===== src/sv/i2cmrt_pkg.sv =====
// Shared types, codes and transfer plan lookups for the I2C register-transfer master.
`timescale 1ns / 1ps

package i2cmrt_pkg;

  // Default read burst limit
  localparam int MAX_BURST_DEF = 256;

  // Device address after reset
  localparam logic [6:0] DEV_ADDR_RST = 7'd21;

  // Command codes on the kind field
  localparam logic [1:0] KIND_TICK = 2'd0;
  localparam logic [1:0] KIND_WR   = 2'd1;
  localparam logic [1:0] KIND_RD   = 2'd2;

  // Transfer modes
  localparam logic [1:0] MODE_NONE = 2'd0;
  localparam logic [1:0] MODE_WR   = 2'd1;
  localparam logic [1:0] MODE_RD   = 2'd2;

  // Step kinds of a transfer plan
  localparam logic [2:0] STEP_START = 3'd0;
  localparam logic [2:0] STEP_TX    = 3'd1;
  localparam logic [2:0] STEP_RXACK = 3'd2;
  localparam logic [2:0] STEP_RX    = 3'd3;
  localparam logic [2:0] STEP_MACK  = 3'd4;
  localparam logic [2:0] STEP_STOP  = 3'd5;

  // Plan index width (read plan has eleven steps)
  localparam int IDX_W = 4;

  // Address byte masks and receive bit mask
  localparam logic [7:0] ADDR_WR_MASK = 8'hFE;
  localparam logic [7:0] ADDR_RD_FLAG = 8'h01;
  localparam logic [7:0] BIT_MSB      = 8'h80;

  typedef logic [2:0] step_kind_t;

  // One input item
  typedef struct packed {
    logic [1:0] kind;
    logic [7:0] reg_addr;
    logic [7:0] write_data;
    logic [8:0] read_count;
    logic       sda_in;
  } item_t;

  // One result item
  typedef struct packed {
    logic       scl;
    logic       sda;
    logic       busy;
    logic [7:0] read_byte;
    logic       read_valid;
    logic       ack_bit;
    logic       ack_valid;
    logic       done;
  } res_t;

  // Step kind at a plan index
  function automatic step_kind_t step_kind(input logic [1:0] mode,
                                           input logic [IDX_W-1:0] idx);
    step_kind_t k;
    if (mode == MODE_WR) begin
      unique case (idx) inside
        4'd0:             k = STEP_START;
        4'd1, 4'd3, 4'd5: k = STEP_TX;
        4'd2, 4'd4, 4'd6: k = STEP_RXACK;
        default:          k = STEP_STOP;
      endcase
    end else begin
      unique case (idx) inside
        4'd0, 4'd5:       k = STEP_START;
        4'd1, 4'd3, 4'd6: k = STEP_TX;
        4'd2, 4'd4, 4'd7: k = STEP_RXACK;
        4'd8:             k = STEP_RX;
        4'd9:             k = STEP_MACK;
        default:          k = STEP_STOP;
      endcase
    end
    return k;
  endfunction

  // Byte sent by a transmit step
  function automatic logic [7:0] tx_byte(input logic [1:0] mode,
                                         input logic [IDX_W-1:0] idx,
                                         input logic [6:0] dev_addr,
                                         input logic [7:0] saved_reg,
                                         input logic [7:0] saved_wr);
    logic [7:0] a;
    logic [7:0] b;
    a = {dev_addr, 1'b0} & ADDR_WR_MASK;
    if (idx == 4'd1) begin
      b = a;
    end else if (idx == 4'd3) begin
      b = saved_reg;
    end else if (mode == MODE_WR && idx == 4'd5) begin
      b = saved_wr;
    end else if (mode == MODE_RD && idx == 4'd6) begin
      b = a | ADDR_RD_FLAG;
    end else begin
      b = 8'd0;
    end
    return b;
  endfunction

endpackage


===== src/sv/i2cmrt_seq.sv =====
// Transfer sequencer: plan step, pin phase, bit and byte state, one pin phase per item.
`timescale 1ns / 1ps

module i2cmrt_seq #(
  parameter int MAX_BURST = i2cmrt_pkg::MAX_BURST_DEF
) (
  input  logic              clk,
  input  logic              rst,
  input  logic              en,
  input  i2cmrt_pkg::item_t item,
  input  logic [6:0]        device_address,
  output i2cmrt_pkg::res_t  res
);
  import i2cmrt_pkg::*;

  localparam int CNT_W = $clog2(MAX_BURST + 1);

  // Sequencer state
  logic                 busy, busy_next;
  logic [1:0]           mode, mode_next;
  logic [IDX_W-1:0]     idx, idx_next;
  logic [1:0]           phase, phase_next;
  logic [2:0]           bit_pos, bit_pos_next;
  logic [7:0]           shift_byte, shift_byte_next;
  logic [7:0]           saved_register, saved_register_next;
  logic [7:0]           saved_write_byte, saved_write_byte_next;
  logic [CNT_W-1:0]     bytes_remaining, bytes_remaining_next;
  logic                 scl_level, scl_level_next;
  logic                 sda_level, sda_level_next;

  // Working signals
  logic                 cmd;
  logic [8:0]           cnt;
  logic [CNT_W-1:0]     cnt_sat;
  step_kind_t           k;
  step_kind_t           k_enter;
  logic                 fin;
  logic                 hold_phase;
  logic                 ent;
  logic [IDX_W-1:0]     nidx;

  // Command decode and burst length clamp
  assign cmd = !busy && (item.kind == KIND_WR || item.kind == KIND_RD);
  assign cnt = (item.read_count == 9'd0) ? 9'd1 : item.read_count;
  assign cnt_sat = (int'(cnt) > MAX_BURST) ? CNT_W'(MAX_BURST) : CNT_W'(cnt);

  // One pin phase of the current step
  always_comb begin
    busy_next             = busy;
    mode_next             = mode;
    idx_next              = idx;
    phase_next            = phase;
    bit_pos_next          = bit_pos;
    shift_byte_next       = shift_byte;
    saved_register_next   = saved_register;
    saved_write_byte_next = saved_write_byte;
    bytes_remaining_next  = bytes_remaining;
    scl_level_next        = scl_level;
    sda_level_next        = sda_level;
    res                   = '0;
    k                     = STEP_STOP;
    k_enter               = STEP_STOP;
    fin                   = 1'b0;
    hold_phase            = 1'b0;
    ent                   = 1'b0;
    nidx                  = '0;

    // Latch a command and enter the first start step
    if (cmd) begin
      mode_next             = item.kind;
      saved_register_next   = item.reg_addr;
      saved_write_byte_next = item.write_data;
      bytes_remaining_next  = cnt_sat;
      busy_next             = 1'b1;
      idx_next              = '0;
      phase_next            = 2'd0;
      bit_pos_next          = 3'd0;
    end

    if (busy_next) begin
      k = step_kind(mode_next, idx_next);
      unique case (k)
        STEP_START: begin
          case (phase_next)
            2'd0:    sda_level_next = 1'b1;
            2'd1:    scl_level_next = 1'b1;
            2'd2:    sda_level_next = 1'b0;
            default: begin
              scl_level_next = 1'b0;
              fin            = 1'b1;
            end
          endcase
        end
        STEP_TX: begin
          case (phase_next)
            2'd0:    sda_level_next = shift_byte_next[~bit_pos_next];
            2'd1:    scl_level_next = 1'b1;
            default: begin
              scl_level_next = 1'b0;
              if (bit_pos_next == 3'd7) begin
                fin = 1'b1;
              end else begin
                bit_pos_next = bit_pos_next + 3'd1;
                phase_next   = 2'd0;
                hold_phase   = 1'b1;
              end
            end
          endcase
        end
        STEP_RXACK: begin
          case (phase_next)
            2'd0:    sda_level_next = 1'b1;
            2'd1: begin
              scl_level_next = 1'b1;
              res.ack_bit    = item.sda_in;
              res.ack_valid  = 1'b1;
            end
            default: begin
              scl_level_next = 1'b0;
              fin            = 1'b1;
            end
          endcase
        end
        STEP_RX: begin
          case (phase_next)
            2'd0:    sda_level_next = 1'b1;
            2'd1: begin
              scl_level_next = 1'b1;
              if (item.sda_in) begin
                shift_byte_next = shift_byte_next | (BIT_MSB >> bit_pos_next);
              end
              if (bit_pos_next == 3'd7) begin
                res.read_byte  = shift_byte_next;
                res.read_valid = 1'b1;
              end
            end
            default: begin
              scl_level_next = 1'b0;
              if (bit_pos_next == 3'd7) begin
                fin = 1'b1;
              end else begin
                bit_pos_next = bit_pos_next + 3'd1;
                phase_next   = 2'd1;
                hold_phase   = 1'b1;
              end
            end
          endcase
        end
        STEP_MACK: begin
          case (phase_next)
            2'd0:    sda_level_next = (bytes_remaining_next <= CNT_W'(1));
            2'd1:    scl_level_next = 1'b1;
            default: begin
              scl_level_next = 1'b0;
              if (bytes_remaining_next != '0) begin
                bytes_remaining_next = bytes_remaining_next - CNT_W'(1);
              end
              fin = 1'b1;
            end
          endcase
        end
        default: begin
          // stop condition
          case (phase_next)
            2'd0:    sda_level_next = 1'b0;
            2'd1:    scl_level_next = 1'b1;
            default: begin
              sda_level_next = 1'b1;
              fin            = 1'b1;
            end
          endcase
        end
      endcase

      // Step sequencing: next byte, loop back for more reads, or finish
      if (fin) begin
        if (k == STEP_MACK && bytes_remaining_next != '0) begin
          ent  = 1'b1;
          nidx = idx_next - IDX_W'(1);
        end else if (k == STEP_STOP) begin
          busy_next    = 1'b0;
          mode_next    = MODE_NONE;
          phase_next   = 2'd0;
          bit_pos_next = 3'd0;
          res.done     = 1'b1;
        end else begin
          ent  = 1'b1;
          nidx = idx_next + IDX_W'(1);
        end
      end else if (!hold_phase) begin
        phase_next = phase_next + 2'd1;
      end

      // Enter a new step
      if (ent) begin
        k_enter      = step_kind(mode_next, nidx);
        idx_next     = nidx;
        phase_next   = 2'd0;
        bit_pos_next = 3'd0;
        if (k_enter == STEP_TX) begin
          shift_byte_next = tx_byte(mode_next, nidx, device_address,
                                    saved_register_next, saved_write_byte_next);
        end else if (k_enter == STEP_RX) begin
          shift_byte_next = 8'd0;
        end
      end
    end

    res.scl  = scl_level_next;
    res.sda  = sda_level_next;
    res.busy = busy_next;
  end

  // State registers, advanced once per item
  always_ff @(posedge clk) begin
    if (rst) begin
      busy             <= 1'b0;
      mode             <= MODE_NONE;
      idx              <= '0;
      phase            <= 2'd0;
      bit_pos          <= 3'd0;
      shift_byte       <= 8'd0;
      saved_register   <= 8'd0;
      saved_write_byte <= 8'd0;
      bytes_remaining  <= '0;
      scl_level        <= 1'b1;
      sda_level        <= 1'b1;
    end else if (en) begin
      busy             <= busy_next;
      mode             <= mode_next;
      idx              <= idx_next;
      phase            <= phase_next;
      bit_pos          <= bit_pos_next;
      shift_byte       <= shift_byte_next;
      saved_register   <= saved_register_next;
      saved_write_byte <= saved_write_byte_next;
      bytes_remaining  <= bytes_remaining_next;
      scl_level        <= scl_level_next;
      sda_level        <= sda_level_next;
    end
  end

  // Only a start step uses the fourth pin phase
  a_phase3_start: assert property (@(posedge clk) disable iff (rst)
    busy && phase == 2'd3 |-> step_kind(mode, idx) == STEP_START)
    else $error("fourth phase outside a start step");

  // Bit position moves only in byte steps
  a_bitpos_byte: assert property (@(posedge clk) disable iff (rst)
    busy && bit_pos != 3'd0 |->
      step_kind(mode, idx) == STEP_TX || step_kind(mode, idx) == STEP_RX)
    else $error("bit position set outside a byte step");

  // A completed stop leaves the sequencer idle
  a_done_idle: assert property (@(posedge clk) disable iff (rst)
    en && res.done |=> !busy && mode == MODE_NONE)
    else $error("sequencer busy after stop");

  // A received byte and a target acknowledge never share a phase
  a_excl_valid: assert property (@(posedge clk) disable iff (rst)
    en |-> !(res.read_valid && res.ack_valid))
    else $error("read byte and ack reported together");

endmodule


===== src/sv/i2c_master_register_transfer_top.sv =====
// Top level: input register, sequencer, result register and device address register.
//
//   channel | direction | handshake              | payload
//   --------+-----------+------------------------+-----------------------------------------
//   in      | into      | in_valid / in_stall    | kind reg_addr write_data read_count sda_in
//   out     | out of    | out_valid / out_stall  | scl_out sda_out busy_res read_byte
//           |           |                        | read_valid ack_bit ack_valid done_res
//   cfg     | into      | cfg_valid / cfg_ready  | cfg_data (device_address)
//
// One item per cycle sustained while out_stall is low; each item is one pin phase of the bus.
// An item passes through the input register, then the sequencer step into the result register.
// The sequencer state loop (step, phase, bit position) closes through the sequencer state registers.
// Synchronous reset clears the sequencer to idle with both lines released, address 21.
// in_stall rises only when the input register holds an item and the result register is
// full and stalled; cfg_ready is always high.
`timescale 1ns / 1ps

module i2c_master_register_transfer_top #(
  parameter int MAX_BURST = i2cmrt_pkg::MAX_BURST_DEF
) (
  input  logic       clk,
  input  logic       rst,
  // input items
  input  logic       in_valid,
  output logic       in_stall,
  input  logic [1:0] kind,
  input  logic [7:0] reg_addr,
  input  logic [7:0] write_data,
  input  logic [8:0] read_count,
  input  logic       sda_in,
  // result items
  output logic       out_valid,
  input  logic       out_stall,
  output logic       scl_out,
  output logic       sda_out,
  output logic       busy_res,
  output logic [7:0] read_byte,
  output logic       read_valid,
  output logic       ack_bit,
  output logic       ack_valid,
  output logic       done_res,
  // configuration
  input  logic       cfg_valid,
  output logic       cfg_ready,
  input  logic [6:0] cfg_data
);
  import i2cmrt_pkg::*;

  logic       q_valid;
  item_t      q_item;
  item_t      in_item;
  res_t       res;
  res_t       out_res;
  logic       move;
  logic       en;
  logic       accept;
  logic [6:0] device_address;

  // Handshake: result slot frees up, input stage drains into it
  assign move      = !out_valid || !out_stall;
  assign en        = q_valid && move;
  assign in_stall  = q_valid && !move;
  assign accept    = in_valid && !in_stall;
  assign cfg_ready = 1'b1;

  assign in_item.kind       = kind;
  assign in_item.reg_addr   = reg_addr;
  assign in_item.write_data = write_data;
  assign in_item.read_count = read_count;
  assign in_item.sda_in     = sda_in;

  // Device address register
  always_ff @(posedge clk) begin
    if (rst) begin
      device_address <= DEV_ADDR_RST;
    end else if (cfg_valid && cfg_ready) begin
      device_address <= cfg_data;
    end
  end

  // Input register
  always_ff @(posedge clk) begin
    if (rst) begin
      q_valid <= 1'b0;
    end else if (accept) begin
      q_valid <= 1'b1;
    end else if (move) begin
      q_valid <= 1'b0;
    end
  end

  always_ff @(posedge clk) begin
    if (accept) begin
      q_item <= in_item;
    end
  end

  // Sequencer
  i2cmrt_seq #(
    .MAX_BURST (MAX_BURST)
  ) u_seq (
    .clk            (clk),
    .rst            (rst),
    .en             (en),
    .item           (q_item),
    .device_address (device_address),
    .res            (res)
  );

  // Result register
  always_ff @(posedge clk) begin
    if (rst) begin
      out_valid <= 1'b0;
    end else if (move) begin
      out_valid <= en;
    end
  end

  always_ff @(posedge clk) begin
    if (en) begin
      out_res <= res;
    end
  end

  assign scl_out    = out_res.scl;
  assign sda_out    = out_res.sda;
  assign busy_res   = out_res.busy;
  assign read_byte  = out_res.read_byte;
  assign read_valid = out_res.read_valid;
  assign ack_bit    = out_res.ack_bit;
  assign ack_valid  = out_res.ack_valid;
  assign done_res   = out_res.done;

endmodule


===== config.mk =====
export PLATFORM = sky130hd
export DESIGN_NAME = i2c_master_register_transfer_top
export DESIGN_NICKNAME = d
export VERILOG_FILES = /design/src/sv/i2cmrt_pkg.sv /design/src/sv/i2cmrt_seq.sv /design/src/sv/i2c_master_register_transfer_top.sv
export SDC_FILE = /design/constraint.sdc
export NUM_CORES = 1
export LEC_CHECK = 0
export BUFFER_PORTS_ARGS = -buffer_cell sky130_fd_sc_hd__buf_2
export CAP_MARGIN = 20
export CORE_MARGIN = 2
export CORE_UTILIZATION = 60
export DETAILED_ROUTE_END_ITERATION = 8
export PLACE_DENSITY = 0.81
export SYNTH_ARGS = -nofsm -noshare
export SYNTH_HDL_FRONTEND = slang
export SYNTH_SLANG_ARGS = --single-unit

===== constraint.sdc =====
create_clock -name clk -period 12.8 [get_ports clk]
set_clock_uncertainty 0.05 [all_clocks]
set_input_delay 0 -clock clk [delete_from_list [all_inputs] [get_ports clk]]
set_output_delay 0 -clock clk [all_outputs]
set_load 0.1 [all_outputs]

==> flow_summary.toml <==
[pwr]
ir_drop_mv = 0.08729
leakage_uw = 0.002458
powerDensity_nw_per_um2 = 105.9

[logic_synthesis]
synth_ff_type = "dfxtp_1"
yosys_warnings = 0
synth_cells = 666
avgSynthCellArea_um2 = 8.490
synth_area_um2 = 5654
async_reset_ff_share_pct = 0
ys_types = 81
synthesis.nets = 717
synth_top_area_share_pct = 22.84
synth_edf_count = 43
yosysTopAreaCell = "edfxtp_1"
yosysSeqAreaShare_pct = 42.66
ys_seq_elements = 99
synth.area.top_cells = "edfxtp_1, dfxtp_1, nand2_1"

[grt]
antenna_found_initial = 0
grt_util_met2_pct = 48.19
grt_util_met3_pct = 5.409
grtUsageMet1_pct = 41.51
grt_pass1_wl_um = 24260
grt_max_degree = 58
grt_util_all_layers_pct = 30.33
top_usage_layer = "met2"
grt_pass1_vias = 4881
grt-ovfl-total = 0

[layout]
multiInputGateArea_um2 = 2990
layout-drive-gt1-share_pct = 14.27
layout_common_cells = "nand2_1, nor2_1, dfxtp_1, buf_2, a21oi_1"
fin_cells = 861
nets = 796
final_common_cell = "nand2_1"
area_growth_pct = 16.18
fill_cells = 708
diodes = 0
fin_util_pct = 71.43
final-seq-area_um2 = 2412

[floorplanning]
start_util_pct = 61.48
dieArea_um2 = 10220
io_pins = 58
core_um2 = 9196
fp-row-count = 35
die_y_um = 101.1
die-width_um = 101.1

[sta]
slew_headroom_pct = 27.90
timing.final.crit_period_ns = 5.566
period_share_pct = 43.49
tightest_slew_ns = 1.081
setup_viol = 0
grt_setup_unrepaired = "false"
fmax_ghz = 0.1797
hold_violations = 0
final.setup.tns_ns = 0
slew_violations = 0

[clock_tree]
clock_path_buffers = 2
cts_tree = "yes"
clk_pin_slew_ns = 0.11
cts_num_sinks = 99
clk-insertion-delay-late_ns = 0.39
cts_max_level = 3
postCtsSetupBuffers = 0
cts_buffers = 9
cts-resized-gates = 0
clockRootBuffer = "clkbuf_8"

[placement]
placedCellCount = 800
place_congestion = 0.9188
post-dp-hpwl_um = 10020
port_buffers = 56

[routing]
antenna_left = 0
routed_wl_um = 14810
via_per_inst = 6.237
drt-wirelength-per-cell_um = 17.21
drtIter0Drc = 313
drc = 0
vias = 5370
firstDrtPassIters = 5

[hold_path]
min_path_cells = 2
hold_class = "in2reg"

[critical_path]
slowest_delay_ns = 0.74
arrival_ns = 5.74
crit_required_ns = 12.97
cp_num_buf_inv = 2
critPathSlowestCell = "dfxtp_1"
cp_max_fo = 50
crit_cells = 16
crit_type = "reg2reg"
critical_path.top_delay_family = "compound AO/OA/AOI/OAI gates"
crit_top_cell = "nand2_1"
start_kind = "register"
path_cells = "clkinv_1, nand2_1, buf_4, nand2_1, ha_1, nor2_1, nand2_1, a211o_1, nor3_1, a32oi_1, a311o_1, and3_2, o21ai_2, nor2_2, a221oi_1, a311oi_1"
end_kind = "register"
rr_worst_depth = 16

[outcome]
status = "finished clean"

[job]
max_cap_viol_count = 0
## synthesized netlist by cell type, types with 9 or more instances
cell type  instances
nand2_1          124
nor2_1            76
dfxtp_1           56
a21oi_1           51
edfxtp_1          43
o21ai_0           33
clkbuf_1          23
nor3_1            18
nand3_1           15
inv_1             13
a31oi_1           12
ha_1              11
mux2i_1           11
a221oi_1           9
## where the power goes
group / total, µW / internal [µW] / switching, µW
Combinational: 136 / 46.8 / 88.9
Clock: 199 / 76.4 / 123
Sequential: 361 / 346 / 15.0
Total: 696 / 469 / 227
## registers in the layout, indices dropped and copies added (netlist names), 3 cells and up
name	count
device_address	7
q_item	28
read_byte	8
u_seq.bit_pos	3
u_seq.bytes_remaining	9
u_seq.idx	4
u_seq.saved_register	8
u_seq.saved_write_byte	8
u_seq.shift_byte	8
## kinds of logic after synthesis
group	Yosys count	share of synthesized area, %
and+or+nand+nor	294	23.85
AOI/OAI and AO/OA	185	22.75
DFF	99	42.66
buffers and inverters	54	4.536
muxes	12	2.147
adders and majority gates	11	2.434
xor gates and xnor gates	10	1.549
other	1	0.06632
## per-layer routing
layer	up-vias	share of wire (%)	wire, µm
li1	2580	-	-
met1	2521	43	6416
met2	234	48	7093
met4	0	2.8	416
met5	-	0	0
met3	35	6.0	888
## what timing repair did
| action | 4_1_cts | 5_1_grt |
|---|---|---|
| hold buffers | 44 | 0 |
| endpoints found under the hold margin | 37 | 0 |
| endpoints found under the setup margin | 0 | 0 |
## cell type report
type                       instances  area share [%]
clock buffer                       9           1.886
clock inverter                     7           1.067
inverter                          15          0.8571
multi-input combinational        513           45.52
sequential                        99           36.72
tap                              111           2.114
timing repair buffer             107           11.83
## path summary, 6_finish.rpt
kind | from | endpoint | slack [ns]
max | u_seq.busy | u_seq.shift_byte[5] | 7.23
min | rst | device_address[6] | 0.25
max reg2reg | u_seq.busy | u_seq.shift_byte[5] | 7.23
min reg2reg | u_seq.saved_register[3] | u_seq.saved_register[3] | 0.41
## stage by stage
stage	hold slack (ns)	power (µW)	area, µm²	setup slack, ns
detailed placement	0.1284	488.6	5923	7.469
global route	0.2653	721.6	6569	6.834
finish	0.2472	695.9	6569	7.234
global placement	0.1265	487.0	5923	7.659
CTS	0.2493	696.0	6558	7.434
floorplan	0.04887	458.6	5654	8.031
No activity file was read; power rests on OpenSTA's default activity.
